## src/hw/rtl/movdec_pkg.sv

```systemverilog
`default_nettype none

package movdec_pkg;

  // Six consecutive instruction bytes, byte 0 is the opcode.
  localparam int unsigned WindowBytes = 6;
  typedef logic [WindowBytes-1:0][7:0] window_t;

  // Form numbers as reported on the result.
  typedef enum logic [2:0] {
    FORM_RM_REG  = 3'd0,
    FORM_IMM_RM  = 3'd1,
    FORM_IMM_REG = 3'd2,
    FORM_MEM_ACC = 3'd3,
    FORM_ACC_MEM = 3'd4
  } form_e;

  // Opcode patterns and the masks they are compared under.
  localparam logic [7:0] OpRmRegPat  = 8'b1000_1000;
  localparam logic [7:0] OpRmRegMask = 8'b1111_1100;
  localparam logic [7:0] OpImmRmPat  = 8'b1100_0110;
  localparam logic [7:0] OpImmRegPat = 8'b1011_0000;
  localparam logic [7:0] OpImmRegMsk = 8'b1111_0000;
  localparam logic [7:0] OpMemAccPat = 8'b1010_0000;
  localparam logic [7:0] OpAccMemPat = 8'b1010_0010;
  localparam logic [7:0] OpWMask     = 8'b1111_1110;

  // ModR/M field masks.
  localparam logic [7:0] ModrmModMask = 8'b1100_0000;
  localparam logic [7:0] ModrmRegMask = 8'b0011_1000;
  localparam logic [7:0] OpImmRegWBit = 8'b0000_1000;

  // Values of the mod field.
  localparam logic [1:0] ModNoDisp = 2'b00;
  localparam logic [1:0] ModDisp8  = 2'b01;
  localparam logic [1:0] ModDisp16 = 2'b10;
  localparam logic [1:0] ModReg    = 2'b11;

  // rm code that selects a direct address when mod is 00.
  localparam logic [2:0] RmDirect = 3'b110;

  // Everything one decoded instruction produces.
  typedef struct packed {
    logic        recognized;
    form_e       form;
    logic        wide;
    logic        dest_is_reg;
    logic [3:0]  reg_index;
    logic        rm_is_memory;
    logic [3:0]  rm_code;
    logic        direct_address;
    logic [15:0] displacement;
    logic [15:0] immediate;
    logic [2:0]  instr_length;
  } decode_t;

endpackage

`default_nettype wire

```

## src/hw/rtl/movdec_decode.sv

```systemverilog
`default_nettype none

// Combinational decode of one registered instruction window.
module movdec_decode (
  input  var movdec_pkg::window_t win_i,
  output var movdec_pkg::decode_t dec_o
);

  logic [7:0] op;
  logic [1:0] modf;
  logic [2:0] regf;
  logic [2:0] rmf;
  logic [1:0] dlen;
  logic [15:0] disp;
  logic       mem;
  logic       direct;
  logic [3:0] rmc;
  logic [15:0] imm_rm;

  assign op   = win_i[0];
  assign modf = win_i[1][7:6];
  assign regf = win_i[1][5:3];
  assign rmf  = win_i[1][2:0];

  // ModR/M operand and displacement, shared by the first two forms.
  always_comb begin
    mem    = 1'b1;
    direct = 1'b0;
    dlen   = 2'd0;
    disp   = '0;
    rmc    = {1'b0, rmf};
    case (modf)
      movdec_pkg::ModReg: begin
        mem = 1'b0;
        rmc = {op[0], rmf};
      end
      movdec_pkg::ModNoDisp: begin
        if (rmf == movdec_pkg::RmDirect) begin
          direct = 1'b1;
          dlen   = 2'd2;
          disp   = {win_i[3], win_i[2]};
        end
      end
      movdec_pkg::ModDisp8: begin
        dlen = 2'd1;
        disp = {{8{win_i[2][7]}}, win_i[2]};
      end
      movdec_pkg::ModDisp16: begin
        dlen = 2'd2;
        disp = {win_i[3], win_i[2]};
      end
      default: begin
        mem = 1'b0;
      end
    endcase
  end

  // Immediate data of the immediate-to-reg/mem form follows the displacement.
  always_comb begin
    case (dlen)
      2'd0:    imm_rm = {win_i[3], win_i[2]};
      2'd1:    imm_rm = {win_i[4], win_i[3]};
      default: imm_rm = {win_i[5], win_i[4]};
    endcase
    if (!op[0]) begin
      imm_rm[15:8] = 8'h00;
    end
  end

  always_comb begin
    dec_o              = '0;
    dec_o.form         = movdec_pkg::FORM_RM_REG;
    dec_o.instr_length = 3'd1;
    if ((op & movdec_pkg::OpRmRegMask) == movdec_pkg::OpRmRegPat) begin
      dec_o.recognized     = 1'b1;
      dec_o.form           = movdec_pkg::FORM_RM_REG;
      dec_o.wide           = op[0];
      dec_o.dest_is_reg    = op[1];
      dec_o.reg_index      = {op[0], regf};
      dec_o.rm_is_memory   = mem;
      dec_o.rm_code        = rmc;
      dec_o.direct_address = direct;
      dec_o.displacement   = disp;
      dec_o.instr_length   = 3'd2 + {1'b0, dlen};
    end else if ((op & movdec_pkg::OpWMask) == movdec_pkg::OpImmRmPat) begin
      dec_o.recognized     = 1'b1;
      dec_o.form           = movdec_pkg::FORM_IMM_RM;
      dec_o.wide           = op[0];
      dec_o.rm_is_memory   = mem;
      dec_o.rm_code        = rmc;
      dec_o.direct_address = direct;
      dec_o.displacement   = disp;
      dec_o.immediate      = imm_rm;
      dec_o.instr_length   = 3'd3 + {1'b0, dlen} + {2'b00, op[0]};
    end else if ((op & movdec_pkg::OpImmRegMsk) == movdec_pkg::OpImmRegPat) begin
      dec_o.recognized   = 1'b1;
      dec_o.form         = movdec_pkg::FORM_IMM_REG;
      dec_o.wide         = op[3];
      dec_o.dest_is_reg  = 1'b1;
      dec_o.reg_index    = {op[3], op[2:0]};
      dec_o.immediate    = {(op[3] ? win_i[2] : 8'h00), win_i[1]};
      dec_o.instr_length = 3'd2 + {2'b00, op[3]};
    end else if ((op & movdec_pkg::OpWMask) == movdec_pkg::OpMemAccPat ||
                 (op & movdec_pkg::OpWMask) == movdec_pkg::OpAccMemPat) begin
      dec_o.recognized   = 1'b1;
      dec_o.form         = op[1] ? movdec_pkg::FORM_ACC_MEM : movdec_pkg::FORM_MEM_ACC;
      dec_o.wide         = op[0];
      dec_o.dest_is_reg  = ~op[1];
      dec_o.reg_index    = {op[0], 3'b000};
      dec_o.immediate    = {win_i[2], win_i[1]};
      dec_o.instr_length = 3'd3;
    end
  end

endmodule

`default_nettype wire

```

## src/hw/rtl/mov_instruction_decoder.sv

```systemverilog
`default_nettype none

// Channel   | Direction | Handshake         | Payload
// ----------+-----------+-------------------+------------------------------------------
// command   | in        | start_i / busy_o  | opcode_byte_i .. sixth_byte_i
// result    | out       | valid_o (strobe)  | recognized_o .. instr_length_o
//
// One instruction window is taken in every cycle; busy_o is never raised.
// A result is shown in the cycle after the one its window spends in the input register,
// for a single cycle. The throughput of one window per cycle is set by the single decode
// stage between the two registers. rst_ni clears both valid flags asynchronously; payload
// registers are not reset. The receiver cannot stall, so no result is ever held.
module mov_instruction_decoder (
  input  var logic               clk_i,
  input  var logic               rst_ni,
  input  var logic               start_i,
  output var logic               busy_o,
  input  var logic [7:0]         opcode_byte_i,
  input  var logic [7:0]         second_byte_i,
  input  var logic [7:0]         third_byte_i,
  input  var logic [7:0]         fourth_byte_i,
  input  var logic [7:0]         fifth_byte_i,
  input  var logic [7:0]         sixth_byte_i,
  output var logic               valid_o,
  output var logic               recognized_o,
  output var logic [2:0]         form_o,
  output var logic               wide_o,
  output var logic               dest_is_reg_o,
  output var logic [3:0]         reg_index_o,
  output var logic               rm_is_memory_o,
  output var logic [3:0]         rm_code_o,
  output var logic               direct_address_o,
  output var logic signed [15:0] displacement_o,
  output var logic [15:0]        immediate_o,
  output var logic [2:0]         instr_length_o
);

  logic                in_valid_q;
  movdec_pkg::window_t win_q;
  movdec_pkg::window_t win_d;
  movdec_pkg::decode_t dec;
  logic                out_valid_q;
  movdec_pkg::decode_t res_q;

  // The decoder never holds a command off: every cycle may carry a new transfer.
  assign busy_o = 1'b0;

  assign win_d = {sixth_byte_i, fifth_byte_i, fourth_byte_i,
                  third_byte_i, second_byte_i, opcode_byte_i};

  // Input register: captures the window on each command transfer.
  always_ff @(posedge clk_i or negedge rst_ni) begin
    if (!rst_ni) begin
      in_valid_q <= 1'b0;
    end else begin
      in_valid_q <= start_i & ~busy_o;
    end
  end

  always_ff @(posedge clk_i) begin
    if (start_i && !busy_o) begin
      win_q <= win_d;
    end
  end

  movdec_decode u_decode (
    .win_i (win_q),
    .dec_o (dec)
  );

  // Result register: the decoded fields of the window held in the input register.
  always_ff @(posedge clk_i or negedge rst_ni) begin
    if (!rst_ni) begin
      out_valid_q <= 1'b0;
    end else begin
      out_valid_q <= in_valid_q;
    end
  end

  always_ff @(posedge clk_i) begin
    if (in_valid_q) begin
      res_q <= dec;
    end
  end

  assign valid_o          = out_valid_q;
  assign recognized_o     = res_q.recognized;
  assign form_o           = res_q.form;
  assign wide_o           = res_q.wide;
  assign dest_is_reg_o    = res_q.dest_is_reg;
  assign reg_index_o      = res_q.reg_index;
  assign rm_is_memory_o   = res_q.rm_is_memory;
  assign rm_code_o        = res_q.rm_code;
  assign direct_address_o = res_q.direct_address;
  assign displacement_o   = res_q.displacement;
  assign immediate_o      = res_q.immediate;
  assign instr_length_o   = res_q.instr_length;

endmodule

`default_nettype wire

```

## config.mk

```make
export PLATFORM = sky130hd
export DESIGN_NAME = mov_instruction_decoder
export DESIGN_NICKNAME = d
export VERILOG_FILES = /design/src/hw/rtl/movdec_pkg.sv /design/src/hw/rtl/movdec_decode.sv /design/src/hw/rtl/mov_instruction_decoder.sv
export SDC_FILE = /design/constraint.sdc
export NUM_CORES = 1
export LEC_CHECK = 0
export BUFFER_PORTS_ARGS = -buffer_cell sky130_fd_sc_hd__clkbuf_2
export CORE_MARGIN = 2
export CORE_UTILIZATION = 35
export CTS_BUF_LIST = sky130_fd_sc_hd__clkbuf_4
export DETAILED_ROUTE_END_ITERATION = 8
export GPL_TIMING_DRIVEN = 0
export SLEW_MARGIN = 10
export SYNTH_ARGS = -nofsm -noshare
export SYNTH_HDL_FRONTEND = slang
export SYNTH_SLANG_ARGS = --single-unit
export TNS_END_PERCENT = 1
```

## constraint.sdc

```tcl
create_clock -name clk_i -period 3 [get_ports clk_i]
set_clock_uncertainty 0.15 [all_clocks]
set_input_delay 0.9 -clock clk_i [delete_from_list [all_inputs] [get_ports clk_i]]
set_output_delay 0.9 -clock clk_i [all_outputs]
set_load 0.01 [all_outputs]
```

==> results by group <==
Run status
  – Status: finished clean

Timing
  – Final setup violation count: 0
  – Fin crit share: 72.4%
  – Worst Tran Pin Value: 1120 ps
  – Max Clk Rate: 460 MHz
  – RSZ-0062 raised after global routing: no
  – Final Max Tran Viols: 0
  – Final hold vios: 0
  – Post-route minimum period: 2170 ps
  – Setup_tns: 0 ps
  – Max-slew headroom: 25.1%

Worst setup path
  – CP endpoint kind: flop
  – Crit Path Category: flop to flop
  – Critical path arrival: 2310 ps
  – R2r worst-path depth: 6
  – Crit path max fanout: 9
  – CP Data Required Time: 3140 ps
  – R2R Path End: instr_length_o[1]$_DFFE_PP_
  – Reg2reg setup slack: 830 ps
  – FF-to-FF Start: win_q[14]$_DFFE_PP_
  – Startpoint types: flop

Yosys
  – Number of synthesized flops with an enable pin: 99
  – Most frequent cells after synthesis: edfxtp_1 (99), nand2_1 (24), o21ai_0 (19)
  – Post-synth cell types: 43
  – Yosys top cell by area: edfxtp_1
  – Yosys reg bits: 101
  – Post-Syn Nets: 333
  – Synth Cell Area: 4260 sq um
  – Synth area leaders: edfxtp_1 (70%), mux2_2 (4.2%), a32oi_1 (3.3%)
  – Async SR Flop Fraction: 1.98%
  – Synthesis Warnings: 0
  – Dominant synthesized flop cell: edfxtp_1
  – Syn Inst Count: 280
  – Top-count cell post-synth: edfxtp_1
  – Register area share after synthesis: 71.0%
  – Share of the synthesized area in the top cell type: 69.8%
  – Synth Area per Inst: 15.2 sq um

GRT
  – Number of antenna violations at the first check in global routing: 1
  – Vias in the first global route: 2734
  – First-pass GRT wire length: 14900 um
  – Met3 usage: 3.97%
  – Met1 usage: 21.2%
  – M2 GR Usage: 23.1%
  – Most Crowded Layer GR: met2
  – Total track usage: 15.3%
  – GRT Residual Overflow: 0
  – Largest net degree at the start of global routing: 50

Clock network
  – # H-tree levels: 3
  – Post-CTS setup buffers: 0
  – Post-CTS Resized: 0
  – Cts bufs inserted: 9
  – Skew-Pair Late Insertion Delay: 460 ps
  – CTS tree: built
  – Clock root cell: clkbuf_4
  – Hold-fix buffers at CTS: 0
  – Clock sink count: 101
  – Worst-path clk slew: 140 ps
  – Max Buffers Root-to-Sink: 2

Place
  – Port bufs: 102
  – GP Congestion: 0.855
  – Hpwl dp: 6970 um

Power and ir drop
  – Combinational Power Share: 11.1%
  – Register share of total power: 63.0%
  – Int Pwr: 2.07 mW
  – Static Leak: 2.04 nW
  – Worst vdd ir: 0.188 mV
  – Power Dens Cells: 534 nW/um^2
  – Final Power: 2.73 mW
  – Sw power: 0.660 mW
  – Switch share: 24.2%
  – Clock power share: 25.9%

Routing
  – Drt total wl: 9460 um
  – WL/cell: 17.3 um
  – Iter 0 DRT Violations: 198
  – TritonRoute pass-1 iters: 4
  – Detail Route Antenna Nets: 0
  – # DRC: 0
  – Drt via density: 5.08
  – DR vias: 2780

Die
  – Die Area: 13100 sq um
  – FP Rows: 40
  – Initial Util: 35.6%
  – Die X: 114 um
  – I/O Pins: 104
  – Die height: 114 um
  – Core ar.: 12000 sq um

Run
  – Max-Cap Viols: 0

Cells and area
  – Filler cell count: 1107
  – Share of cells above drive strength 1: 39.1%
  – Layout area overhead: 20.1%
  – Fin nets: 447

Min path
  – HP Class: input pin to asynchronous set/reset pin
==> power by group through the flow <==
stage	combinational, mW	sequential [mW]	clock (mW)
2_1_floorplan	0.139	1.76	0
3_3_place_gp	0.284	1.76	0
3_5_place_dp	0.304	1.75	0
4_1_cts	0.305	1.72	0.728
5_1_grt	0.335	1.73	0.788
6_report	0.304	1.72	0.706
==> flip-flops by register name (all words and copies together) (netlist names), 3 cells and up <==
| register | cells |
|---|---|
| rm_code_o | 4 |
| immediate_o | 16 |
| displacement_o | 16 |
| reg_index_o | 4 |
| win_q | 48 |
| instr_length_o | 3 |
| form_o | 3 |
==> cell usage in the layout (no fill, tap or decap), types with 2 or more instances in the layout <==
cell type,synthesis,final
a21o_1,9,9
a21oi_1,17,17
a22o_1,4,4
a2bb2oi_1,2,2
a32o_1,8,8
a32oi_1,16,16
and2_1,3,3
and2b_1,2,2
and3_1,9,9
and4b_1,2,2
buf_2,7,8
buf_6,2,2
clkbuf_1,6,6
clkbuf_2,1,102
clkbuf_4,0,12
edfxtp_1,99,99
ha_1,2,2
mux2_2,16,16
nand2_1,24,24
nor2_1,5,5
nor3_1,3,3
o21a_1,2,2
o21ai_0,19,19
==> metal layers <==
layer	vias to the layer above	part of all wire, %	wire, um
met1	1335	46	4330
li1	1343	-	-
met3	10	6.8	644
met2	92	46	4350
met4	0	1.4	136
met5	-	0	0
==> cell families (layout without fill, tap and decap cells) <==
kind of cell / after synthesis / count (layout) / synth area share (%)
AOI/OAI and AO/OA: 82 / 82 / 13.9
muxes: 16 / 16 / 4.23
buffers and inverters: 20 / 139 / 2.50
and+or+nand+nor: 58 / 58 / 7.78
other: 1 / 2 / 0.0880
adders and majority gates: 2 / 2 / 0.587
DFF: 101 / 101 / 71.0
==> critical path, cell delays in order (launching register included) <==
cell and delay (ps):
edfxtp_1 500, and4bb_4 400, or2_1 110, buf_2 210, inv_2 70, ha_1 310, a221oi_2 260
==> through the flow <==
stage / hold WS (ps) / instances / cell area (sq um) / utilization [%] / setup slack, ps
2_1_floorplan: 371 / 280 / 4260 / - / 1090
6_report: 55.9 / 547 / 5120 / 42.8 / 827
5_1_grt: 20.7 / 547 / 5120 / 42.8 / 683
4_1_cts: 30.4 / 546 / 5110 / 42.8 / 826
3_3_place_gp: 407 / 529 / 4950 / 41.4 / 651
3_5_place_dp: 433 / 530 / 4980 / 41.6 / 599
==> how the worst max path moves through the flow <==
stage,slack [ps],cells past startpoint,start,to
after floorplan,1090,6,win_q[14]$_DFFE_PP_,instr_length_o[1]$_DFFE_PP_
after global placement,650,1,start_i,win_q[30]$_DFFE_PP_
after detailed placement,600,1,start_i,win_q[29]$_DFFE_PP_
after CTS,830,6,win_q[14]$_DFFE_PP_,instr_length_o[1]$_DFFE_PP_
after global routing,680,6,win_q[14]$_DFFE_PP_,instr_length_o[1]$_DFFE_PP_
final,830,6,win_q[14]$_DFFE_PP_,instr_length_o[1]$_DFFE_PP_
==> layout make-up <==
type | count | area, sq um | share of cell area [%]
Clock buffer | 12 | 90.1 | 1.76
Tap cell | 147 | 184 | 3.60
Multi-Input combinational cell | 159 | 1130 | 22.1
Sequential cell | 101 | 3020 | 59.1
Clock inverter | 4 | 47.5 | 0.929
Antenna cell | 1 | 2.50 | 0.0489
Inverter | 3 | 13.8 | 0.269
Timing Repair Buffer | 103 | 531 | 10.4
Buffer | 17 | 92.6 | 1.81
(Power assumes the default switching activity.)
